File: src/rtl/lkv_pkg.sv
`timescale 1ns / 1ps

package lkv_pkg;

    // Default sizes of the store.
    localparam int ENTRIES_DEFAULT    = 8;
    localparam int KEY_BITS_DEFAULT   = 32;
    localparam int VALUE_BITS_DEFAULT = 32;

    // Capacity register.
    localparam int              CAP_W     = 4;
    localparam logic [CAP_W-1:0] CAP_RESET = 4'd8;

    // Operation codes.
    localparam logic CMD_GET = 1'b0;
    localparam logic CMD_PUT = 1'b1;

    typedef enum logic [1:0] {
        ST_IDLE,
        ST_LOOKUP,
        ST_UPDATE
    } state_t;

    // Controller to datapath.
    typedef struct packed {
        logic load;
        logic lookup;
        logic commit;
    } ctrl_cmd_t;

    // Datapath to controller.
    typedef struct packed {
        logic out_blocked;
    } dp_status_t;

endpackage

File: src/rtl/lkv_ram.sv
`timescale 1ns / 1ps

module lkv_ram #(
    parameter int WIDTH = 32,
    parameter int DEPTH = 8
) (
    input  logic                     aclk,
    input  logic                     wr_en,
    input  logic [$clog2(DEPTH)-1:0] wr_addr,
    input  logic [WIDTH-1:0]         wr_data,
    input  logic                     rd_en,
    input  logic [$clog2(DEPTH)-1:0] rd_addr,
    output logic [WIDTH-1:0]         rd_data
);

    logic [WIDTH-1:0] mem [DEPTH];
    logic [WIDTH-1:0] rd_data_reg;

    always_ff @(posedge aclk) begin
        if (wr_en) begin
            mem[wr_addr] <= wr_data;
        end
        if (rd_en) begin
            rd_data_reg <= mem[rd_addr];
        end
    end

    assign rd_data = rd_data_reg;

endmodule

File: src/rtl/lkv_ctrl.sv
`timescale 1ns / 1ps

module lkv_ctrl (
    input  logic                  aclk,
    input  logic                  aresetn,
    input  logic                  s_valid,
    output logic                  s_ready,
    input  lkv_pkg::dp_status_t   status,
    output lkv_pkg::ctrl_cmd_t    cmd
);

    lkv_pkg::state_t state_reg;
    lkv_pkg::state_t state_next;

    always_ff @(posedge aclk) begin
        if (!aresetn) begin
            state_reg <= lkv_pkg::ST_IDLE;
        end else begin
            state_reg <= state_next;
        end
    end

    always_comb begin
        state_next = state_reg;
        case (state_reg)
            lkv_pkg::ST_IDLE: begin
                if (s_valid) begin
                    state_next = lkv_pkg::ST_LOOKUP;
                end
            end
            lkv_pkg::ST_LOOKUP: begin
                state_next = lkv_pkg::ST_UPDATE;
            end
            lkv_pkg::ST_UPDATE: begin
                if (!status.out_blocked) begin
                    state_next = s_valid ? lkv_pkg::ST_LOOKUP : lkv_pkg::ST_IDLE;
                end
            end
            default: begin
                state_next = lkv_pkg::ST_IDLE;
            end
        endcase
    end

    always_comb begin
        s_ready    = 1'b0;
        cmd.load   = 1'b0;
        cmd.lookup = 1'b0;
        cmd.commit = 1'b0;
        case (state_reg)
            lkv_pkg::ST_IDLE: begin
                s_ready  = 1'b1;
                cmd.load = s_valid;
            end
            lkv_pkg::ST_LOOKUP: begin
                cmd.lookup = 1'b1;
            end
            lkv_pkg::ST_UPDATE: begin
                // The next transaction enters in the same cycle the current one retires.
                cmd.commit = !status.out_blocked;
                s_ready    = !status.out_blocked;
                cmd.load   = !status.out_blocked && s_valid;
            end
            default: begin
                s_ready = 1'b0;
            end
        endcase
    end

endmodule

File: src/rtl/lkv_datapath.sv
`timescale 1ns / 1ps

module lkv_datapath #(
    parameter int ENTRIES    = lkv_pkg::ENTRIES_DEFAULT,
    parameter int KEY_BITS   = lkv_pkg::KEY_BITS_DEFAULT,
    parameter int VALUE_BITS = lkv_pkg::VALUE_BITS_DEFAULT
) (
    input  logic                         aclk,
    input  logic                         aresetn,
    input  lkv_pkg::ctrl_cmd_t           cmd,
    output lkv_pkg::dp_status_t          status,
    input  logic                         cfg_wr_en,
    input  logic [lkv_pkg::CAP_W-1:0]    cfg_wr_data,
    input  logic                         s_cmd,
    input  logic [KEY_BITS-1:0]          s_key,
    input  logic [VALUE_BITS-1:0]        s_value,
    output logic                         m_valid,
    input  logic                         m_ready,
    output logic                         m_found,
    output logic [VALUE_BITS-1:0]        m_read_value,
    output logic                         m_evicted,
    output logic [KEY_BITS-1:0]          m_evicted_key
);

    localparam int IDX_W  = $clog2(ENTRIES);
    localparam int CNT_W  = $clog2(ENTRIES + 1);
    localparam int CAP_W  = lkv_pkg::CAP_W;
    localparam int CMP_W  = (CNT_W > CAP_W) ? CNT_W : CAP_W;

    // Registered transaction.
    logic                  cmd_reg;
    logic [KEY_BITS-1:0]   key_reg;
    logic [VALUE_BITS-1:0] value_reg;

    // Entry state.
    logic [ENTRIES-1:0]    valid_reg, valid_next;
    logic [KEY_BITS-1:0]   key_arr_reg  [ENTRIES];
    logic [KEY_BITS-1:0]   key_arr_next [ENTRIES];
    logic [IDX_W-1:0]      rank_reg     [ENTRIES];
    logic [IDX_W-1:0]      rank_next    [ENTRIES];
    logic [CNT_W-1:0]      used_reg, used_next;
    logic [CAP_W-1:0]      cap_reg;

    // Lookup results.
    logic                  hit_reg;
    logic [ENTRIES-1:0]    hit_vec_reg;
    logic [IDX_W-1:0]      hit_idx_reg;
    logic [IDX_W-1:0]      hit_rank_reg;
    logic                  ev_reg;
    logic [ENTRIES-1:0]    victim_vec_reg;
    logic [ENTRIES-1:0]    slot_vec_reg;
    logic [IDX_W-1:0]      slot_idx_reg;

    // Output register.
    logic                  m_valid_reg;
    logic                  m_found_reg;
    logic [VALUE_BITS-1:0] m_read_value_reg;
    logic                  m_evicted_reg;
    logic [KEY_BITS-1:0]   m_evicted_key_reg;

    // Lookup logic.
    logic [ENTRIES-1:0]    match;
    logic [ENTRIES-1:0]    victim_vec;
    logic [ENTRIES-1:0]    free_vec;
    logic [ENTRIES-1:0]    slot_vec;
    logic [IDX_W-1:0]      hit_idx;
    logic [IDX_W-1:0]      hit_rank;
    logic [IDX_W-1:0]      victim_idx;
    logic [IDX_W-1:0]      slot_idx;
    logic [CNT_W-1:0]      used_m1;
    logic [IDX_W-1:0]      last_rank;
    logic [CMP_W-1:0]      cap_ext;
    logic [CMP_W-1:0]      eff_cap;
    logic                  need_evict;

    // Memory ports.
    logic                  dram_we;
    logic [IDX_W-1:0]      dram_waddr;
    logic [VALUE_BITS-1:0] dram_rdata;
    logic                  kram_we;
    logic [KEY_BITS-1:0]   kram_rdata;

    always_comb begin
        cap_ext = CMP_W'(cap_reg);
        if (cap_ext == '0) begin
            eff_cap = CMP_W'(1);
        end else if (cap_ext > CMP_W'(ENTRIES)) begin
            eff_cap = CMP_W'(ENTRIES);
        end else begin
            eff_cap = cap_ext;
        end
        need_evict = (CMP_W'(used_reg) >= eff_cap) && (used_reg != '0);
        used_m1    = used_reg - CNT_W'(1);
        last_rank  = used_m1[IDX_W-1:0];
    end

    always_comb begin
        hit_idx    = '0;
        victim_idx = '0;
        slot_idx   = '0;
        hit_rank   = '0;
        for (int i = 0; i < ENTRIES; i++) begin
            match[i]      = valid_reg[i] && (key_arr_reg[i] == key_reg);
            victim_vec[i] = valid_reg[i] && (rank_reg[i] == last_rank);
        end
        free_vec = ~valid_reg | (need_evict ? victim_vec : '0);
        slot_vec = free_vec & (~free_vec + ENTRIES'(1));
        for (int i = ENTRIES - 1; i >= 0; i--) begin
            if (match[i]) begin
                hit_idx = IDX_W'(i);
            end
            if (victim_vec[i]) begin
                victim_idx = IDX_W'(i);
            end
            if (free_vec[i]) begin
                slot_idx = IDX_W'(i);
            end
        end
        // Keys are unique, so at most one entry matches.
        for (int i = 0; i < ENTRIES; i++) begin
            hit_rank = hit_rank | (match[i] ? rank_reg[i] : '0);
        end
    end

    always_ff @(posedge aclk) begin
        if (cmd.load) begin
            cmd_reg   <= s_cmd;
            key_reg   <= s_key;
            value_reg <= s_value;
        end
        if (cmd.lookup) begin
            hit_reg        <= |match;
            hit_vec_reg    <= match;
            hit_idx_reg    <= hit_idx;
            hit_rank_reg   <= hit_rank;
            ev_reg         <= need_evict;
            victim_vec_reg <= victim_vec;
            slot_vec_reg   <= slot_vec;
            slot_idx_reg   <= slot_idx;
        end
    end

    // Entry update on commit.
    always_comb begin
        valid_next   = valid_reg;
        key_arr_next = key_arr_reg;
        rank_next    = rank_reg;
        used_next    = used_reg;
        dram_we      = 1'b0;
        dram_waddr   = hit_idx_reg;
        kram_we      = 1'b0;
        if (cmd.commit) begin
            if (hit_reg) begin
                for (int i = 0; i < ENTRIES; i++) begin
                    if (hit_vec_reg[i]) begin
                        rank_next[i] = '0;
                    end else if (valid_reg[i] && (rank_reg[i] < hit_rank_reg)) begin
                        rank_next[i] = rank_reg[i] + IDX_W'(1);
                    end
                end
                dram_we = (cmd_reg == lkv_pkg::CMD_PUT);
            end else if (cmd_reg == lkv_pkg::CMD_PUT) begin
                for (int i = 0; i < ENTRIES; i++) begin
                    valid_next[i] = valid_reg[i] && !(ev_reg && victim_vec_reg[i]);
                    if (valid_next[i]) begin
                        rank_next[i] = rank_reg[i] + IDX_W'(1);
                    end
                    if (slot_vec_reg[i]) begin
                        valid_next[i]   = 1'b1;
                        key_arr_next[i] = key_reg;
                        rank_next[i]    = '0;
                    end
                end
                used_next  = used_reg - (ev_reg ? CNT_W'(1) : CNT_W'(0)) + CNT_W'(1);
                dram_we    = 1'b1;
                dram_waddr = slot_idx_reg;
                kram_we    = 1'b1;
            end
        end
    end

    always_ff @(posedge aclk) begin
        if (!aresetn) begin
            valid_reg <= '0;
            used_reg  <= '0;
            cap_reg   <= lkv_pkg::CAP_RESET;
        end else begin
            valid_reg <= valid_next;
            used_reg  <= used_next;
            if (cfg_wr_en) begin
                cap_reg <= cfg_wr_data;
            end
        end
    end

    always_ff @(posedge aclk) begin
        key_arr_reg <= key_arr_next;
        rank_reg    <= rank_next;
    end

    lkv_ram #(
        .WIDTH (VALUE_BITS),
        .DEPTH (ENTRIES)
    ) u_data_ram (
        .aclk    (aclk),
        .wr_en   (dram_we),
        .wr_addr (dram_waddr),
        .wr_data (value_reg),
        .rd_en   (cmd.lookup),
        .rd_addr (hit_idx),
        .rd_data (dram_rdata)
    );

    // Copy of the keys, read at the victim for the eviction report.
    lkv_ram #(
        .WIDTH (KEY_BITS),
        .DEPTH (ENTRIES)
    ) u_key_ram (
        .aclk    (aclk),
        .wr_en   (kram_we),
        .wr_addr (slot_idx_reg),
        .wr_data (key_reg),
        .rd_en   (cmd.lookup),
        .rd_addr (victim_idx),
        .rd_data (kram_rdata)
    );

    // Result register.
    always_ff @(posedge aclk) begin
        if (!aresetn) begin
            m_valid_reg <= 1'b0;
        end else if (cmd.commit) begin
            m_valid_reg <= 1'b1;
        end else if (m_ready) begin
            m_valid_reg <= 1'b0;
        end
    end

    always_ff @(posedge aclk) begin
        if (cmd.commit) begin
            m_found_reg       <= hit_reg;
            m_read_value_reg  <= (hit_reg && (cmd_reg == lkv_pkg::CMD_GET)) ? dram_rdata : '0;
            m_evicted_reg     <= !hit_reg && (cmd_reg == lkv_pkg::CMD_PUT) && ev_reg;
            m_evicted_key_reg <= (!hit_reg && (cmd_reg == lkv_pkg::CMD_PUT) && ev_reg) ?
                                 kram_rdata : '0;
        end
    end

    assign status.out_blocked = m_valid_reg && !m_ready;
    assign m_valid       = m_valid_reg;
    assign m_found       = m_found_reg;
    assign m_read_value  = m_read_value_reg;
    assign m_evicted     = m_evicted_reg;
    assign m_evicted_key = m_evicted_key_reg;

`ifndef NO_ASSERTIONS
    a_count_matches_valid: assert property (@(posedge aclk) disable iff (!aresetn)
        $countones(valid_reg) == int'(used_reg))
        else $error("used count disagrees with valid entries");

    a_unique_match: assert property (@(posedge aclk) disable iff (!aresetn)
        cmd.lookup |-> $onehot0(match))
        else $error("key present in more than one entry");

    a_hit_most_recent: assert property (@(posedge aclk) disable iff (!aresetn)
        (cmd.commit && hit_reg) |=> (rank_reg[$past(hit_idx_reg)] == '0))
        else $error("hit entry not made most recent");

    a_used_bounded: assert property (@(posedge aclk) disable iff (!aresetn)
        (cmd.commit && !hit_reg && (cmd_reg == lkv_pkg::CMD_PUT)) |=>
        (used_reg != '0) && (int'(used_reg) <= ENTRIES))
        else $error("used count out of range after insert");
`endif

endmodule

File: src/rtl/lru_key_value_cache_core.sv
`timescale 1ns / 1ps

// Channel   Ports                                            Direction
// input     s_valid s_ready s_cmd s_key s_value              get/put request in
// result    m_valid m_ready m_found m_read_value             one result out per request
//           m_evicted m_evicted_key
// config    cfg_wr_en cfg_wr_data                            capacity write, no read-back
//
// Each transaction has a lookup step, which compares the key against all entries in
// parallel and reads the value and victim key memories, then an update step for ranks
// and entries. A new request is taken in the update cycle, as the current one retires,
// so back-to-back requests never overlap their use of the shared entry state.
// Reset (aresetn, synchronous, active low) empties the store and sets capacity to 8.
// A stalled result holds the update cycle until the result register drains.

module lru_key_value_cache_core #(
    parameter int ENTRIES    = lkv_pkg::ENTRIES_DEFAULT,
    parameter int KEY_BITS   = lkv_pkg::KEY_BITS_DEFAULT,
    parameter int VALUE_BITS = lkv_pkg::VALUE_BITS_DEFAULT
) (
    input  logic                       aclk,
    input  logic                       aresetn,
    input  logic                       cfg_wr_en,
    input  logic [lkv_pkg::CAP_W-1:0]  cfg_wr_data,
    input  logic                       s_valid,
    output logic                       s_ready,
    input  logic                       s_cmd,
    input  logic [KEY_BITS-1:0]        s_key,
    input  logic [VALUE_BITS-1:0]      s_value,
    output logic                       m_valid,
    input  logic                       m_ready,
    output logic                       m_found,
    output logic [VALUE_BITS-1:0]      m_read_value,
    output logic                       m_evicted,
    output logic [KEY_BITS-1:0]        m_evicted_key
);

    // Commands from the sequencer and the result-register status back to it.
    lkv_pkg::ctrl_cmd_t  cmd;
    lkv_pkg::dp_status_t status;

    // The sequencer walks each transaction through lookup and update.
    lkv_ctrl u_ctrl (
        .aclk    (aclk),
        .aresetn (aresetn),
        .s_valid (s_valid),
        .s_ready (s_ready),
        .status  (status),
        .cmd     (cmd)
    );

    // The datapath holds the entries, recency ranks, capacity and result register.
    lkv_datapath #(
        .ENTRIES    (ENTRIES),
        .KEY_BITS   (KEY_BITS),
        .VALUE_BITS (VALUE_BITS)
    ) u_datapath (
        .aclk          (aclk),
        .aresetn       (aresetn),
        .cmd           (cmd),
        .status        (status),
        .cfg_wr_en     (cfg_wr_en),
        .cfg_wr_data   (cfg_wr_data),
        .s_cmd         (s_cmd),
        .s_key         (s_key),
        .s_value       (s_value),
        .m_valid       (m_valid),
        .m_ready       (m_ready),
        .m_found       (m_found),
        .m_read_value  (m_read_value),
        .m_evicted     (m_evicted),
        .m_evicted_key (m_evicted_key)
    );

endmodule

File: config.mk
export PLATFORM = sky130hd
export DESIGN_NAME = lru_key_value_cache_core
export DESIGN_NICKNAME = d
export VERILOG_FILES = /design/src/rtl/lkv_pkg.sv /design/src/rtl/lkv_ram.sv /design/src/rtl/lkv_ctrl.sv /design/src/rtl/lkv_datapath.sv /design/src/rtl/lru_key_value_cache_core.sv
export SDC_FILE = /design/constraint.sdc
export NUM_CORES = 2
export LEC_CHECK = 0
export BUFFER_PORTS_ARGS = -buffer_cell sky130_fd_sc_hd__buf_2
export CAP_MARGIN = 5
export CORE_ASPECT_RATIO = 0.75
export CORE_UTILIZATION = 40
export CTS_BUF_LIST = sky130_fd_sc_hd__clkbuf_4
export CTS_CLUSTER_SIZE = 30
export DETAILED_ROUTE_END_ITERATION = 16
export GPL_TIMING_DRIVEN = 0
export HOLD_SLACK_MARGIN = 0.1
export PLACE_DENSITY = 0.64
export RECOVER_POWER = 25
export SYNTH_ARGS = -nofsm -noshare
export SYNTH_HDL_FRONTEND = slang
export SYNTH_SLANG_ARGS = --single-unit
File: constraint.sdc
create_clock -name aclk -period 24.7 [get_ports aclk]
set_input_delay 2.47 -clock aclk [delete_from_list [all_inputs] [get_ports aclk]]
set_output_delay 2.47 -clock aclk [all_outputs]
set_load 0.1 [all_outputs]
==> flow_summary.yaml <==
clock_tree:
  cts_resized: 0
  htreeDepth: 5
  postCtsSetupRepairBufs: 0
  postCtsHoldBufs: 0
  cts_tree: "done"
  clk_pin_slew_ns: 0.06
  numClockSinks: 1041
  cts_buffers: 283
  clkLatencyLatePin_ns: 1.23
  cts_buffer_depth: 4
  cts-root-buf: "clkbuf_4"
hold_path:
  hold_depth: 1
  hold_path.class: "reg -> reg"
synth:
  synth_most_common_cell: "edfxtp_1"
  syn_inst: 2677
  synth_edf_count: 1022
  synth_cell_types: 84
  yosys-top-cells-count: "edfxtp_1 (1022), xor2_1 (205), nand2_1 (101), mux2i_1 (99), nor2_1 (91)"
  synth_nets: 2784
  synth_top_area_share_pct: 70.9
  syn_area_sq_um: 43300
  synth_top_area_cell: "edfxtp_1"
  async_reset_ff_share_pct: 0
  ys_seq_area_share_pct: 71.8
  yosys_warnings: 0
  synth_flop_cell: "edfxtp_1"
  yosys-top-cells-area: "edfxtp_1 (71%), xor2_1 (4.1%), mux2i_1 (2.3%)"
  syn_avg_cell_area_sq_um: 16.2
  synth_seq_cells: 1041
sta:
  max-slew-margin-rel_pct: 8.45
  tightest_slew_ns: 1.37
  setup_viol: 0
  finalCriticalPeriod_ns: 5.88
  hold_viol: 0
  period_share_pct: 23.8
  tns_ns: 0
  setup_slack_ns: 18.82
  drv_slew: 0
  fmaxAchievable_mhz: 170
  grt_setup_unrepaired: "no"
  finClkSkew_ns: 0.119
routing:
  routed-via-count: 25700
  wire_per_inst_um: 24.3
  avgViaCountPerCell: 5.44
  routed_wl_mm: 115
  drc: 0
  ant_nets: 0
  drt_iter0_markers: 2877
  drt_first_pass_iters: 5
global_route:
  antenna_found_initial: 5
  grt_max_degree: 37
  grt_pass1_vias: 25000
  overflow: 0
  groute.usage.overall_pct: 20.9
  grt_pass1_wl_mm: 166
critical_path:
  cp.arrival_ns: 3.41
  worstPathMaxFanout: 4
  crit_path_end_kind: "output pin"
  crit_required_ns: 22.23
  criticalPathCategory: "in -> out"
  rr_worst_depth: 11
  start_kind: "input port"
power_and_ir_drop:
  ir_drop_v: 0.0000474
  sequentialPowerShare_pct: 56.4
  pwr_density_cell_nw_per_um2: 71.4
  totalPowerFinal_mw: 3.55
  netSwitchingFraction_pct: 22.9
  combPwrFrac_pct: 3.5
  p_int_mw: 2.73
  p_clk_share_pct: 40.0
  power.switching_mw: 0.811
  p_leak_nw: 16.7
cells_and_area:
  fin_nets: 3245
  drive_gt1_share_pct: 24.5
  fill_cells: 9392
  multiInputGateArea_sq_um: 11200
  regArea_sq_um: 31100
  area_growth_syn_to_layout_pct: 14.8
floorplan:
  start_util_pct: 40.4
  die_area_sq_um: 110000
  die_w_um: 382
  die_h_um: 287
  fp-row-count: 104
  io-pin-count: 142
  coreArea_sq_um: 107000
status:
  outcome: "complete, no violations"
place:
  hpwl_mm: 73.9
  port_buffers: 139
  place_ws_ns: 18.82
  routabilityCongestion: 0.899
job:
  maxCapViolCount: 0
kinds of logic after synthesis:
group	synth area share, %
buffers and inverters	2.66
muxes	2.52
AOI/OAI and AO/OA	7.47
xor gates and xnor gates	6.03
and+or+nand+nor	8.58
adders and majority gates	0.954
DFF	71.8
stage by stage:
step                std cells  instance area (sq um)  hold slack [ns]  util [%]
floorplan                2677                  43300            0.465         -
global placement         4247                  45800            0.474      42.7
detailed placement       4284                  46500            0.494      43.4
CTS                      4718                  49700            0.482      46.3
global route             4723                  49700            0.498      46.3
finish                   4725                  49700            0.486      46.3
layer usage:
metal / GRT usage [%] / wire, um
met1: 31.1 / 53000
met3: 4.87 / 10300
met5: 0 / 12
met2: 29.6 / 49200
met4: 7.40 / 2490
worst paths after layout:
kind                                                                  from                                           to  slack [ns]
worst max-delay path                                               m_ready                                      s_ready       18.82
worst min-delay path            u_datapath.u_key_ram.rd_data[10]$_DFFE_PN_   u_datapath.m_evicted_key[10]$_SDFFCE_PN0P_        0.49
worst max register to register            u_datapath.key_reg[16]$_DFFE_PP_  u_datapath.u_data_ram.rd_data[22]$_DFFE_PN_       19.59
worst min register to register  u_datapath.u_key_ram.rd_data[10]$_DFFE_PN_   u_datapath.m_evicted_key[10]$_SDFFCE_PN0P_        0.49
critical path, cell delays in order:
cell     delay, ns
buf_2         0.08
nor2b_1       0.07
a21oi_1       0.29
buf_2         0.49
power by group through the flow:
stage | registers, mW | logic [mW] | clock network, mW
2_1_floorplan | 2.03 | 0.0617 | 0
3_3_place_gp | 2.04 | 0.118 | 0
3_5_place_dp | 2.04 | 0.123 | 0
4_1_cts | 2.00 | 0.124 | 1.46
5_1_grt | 2.00 | 0.132 | 1.54
6_report | 2.00 | 0.124 | 1.42
layout by cell type (no fill, tap or decap), types with 9 or more instances in the layout:
cell type | netlist | routed
nor3_1 | 55 | 51
nand3_1 | 21 | 21
nor2_1 | 91 | 79
buf_4 | 16 | 19
a2111oi_2 | 25 | 25
nor2_4 | 2 | 14
a211oi_1 | 71 | 71
clkbuf_1 | 68 | 68
a211oi_2 | 31 | 31
a21boi_0 | 74 | 74
mux2i_1 | 99 | 99
buf_6 | 14 | 29
o221ai_2 | 30 | 30
o21ai_1 | 12 | 12
buf_2 | 23 | 163
nand3b_1 | 74 | 74
nand2_1 | 101 | 101
buf_8 | 9 | 9
xnor2_1 | 82 | 82
and2_1 | 76 | 67
inv_1 | 47 | 47
mux2_2 | 9 | 9
and3_1 | 37 | 37
ha_1 | 33 | 33
nor4_1 | 77 | 76
xor2_1 | 205 | 205
o21ai_0 | 40 | 40
buf_12 | 4 | 15
nand4_1 | 39 | 39
o21a_1 | 18 | 18
inv_2 | 2 | 10
edfxtp_1 | 1022 | 1022
nand2b_1 | 10 | 10
clkbuf_4 | 0 | 395
clkinv_1 | 0 | 27
dfxtp_1 | 19 | 19
area by class of cell:
type | count | share of cell area (%)
flip-flops and latches | 1041 | 62.5
multi-input cells | 1439 | 22.5
clock buffers | 395 | 5.97
well taps | 1431 | 3.60
repair buffers | 176 | 2.63
plain buffers | 146 | 1.91
inverters | 51 | 0.413
clock inverters | 39 | 0.355
diodes | 7 | 0.0353
Power figures use the tool's default switching activity.
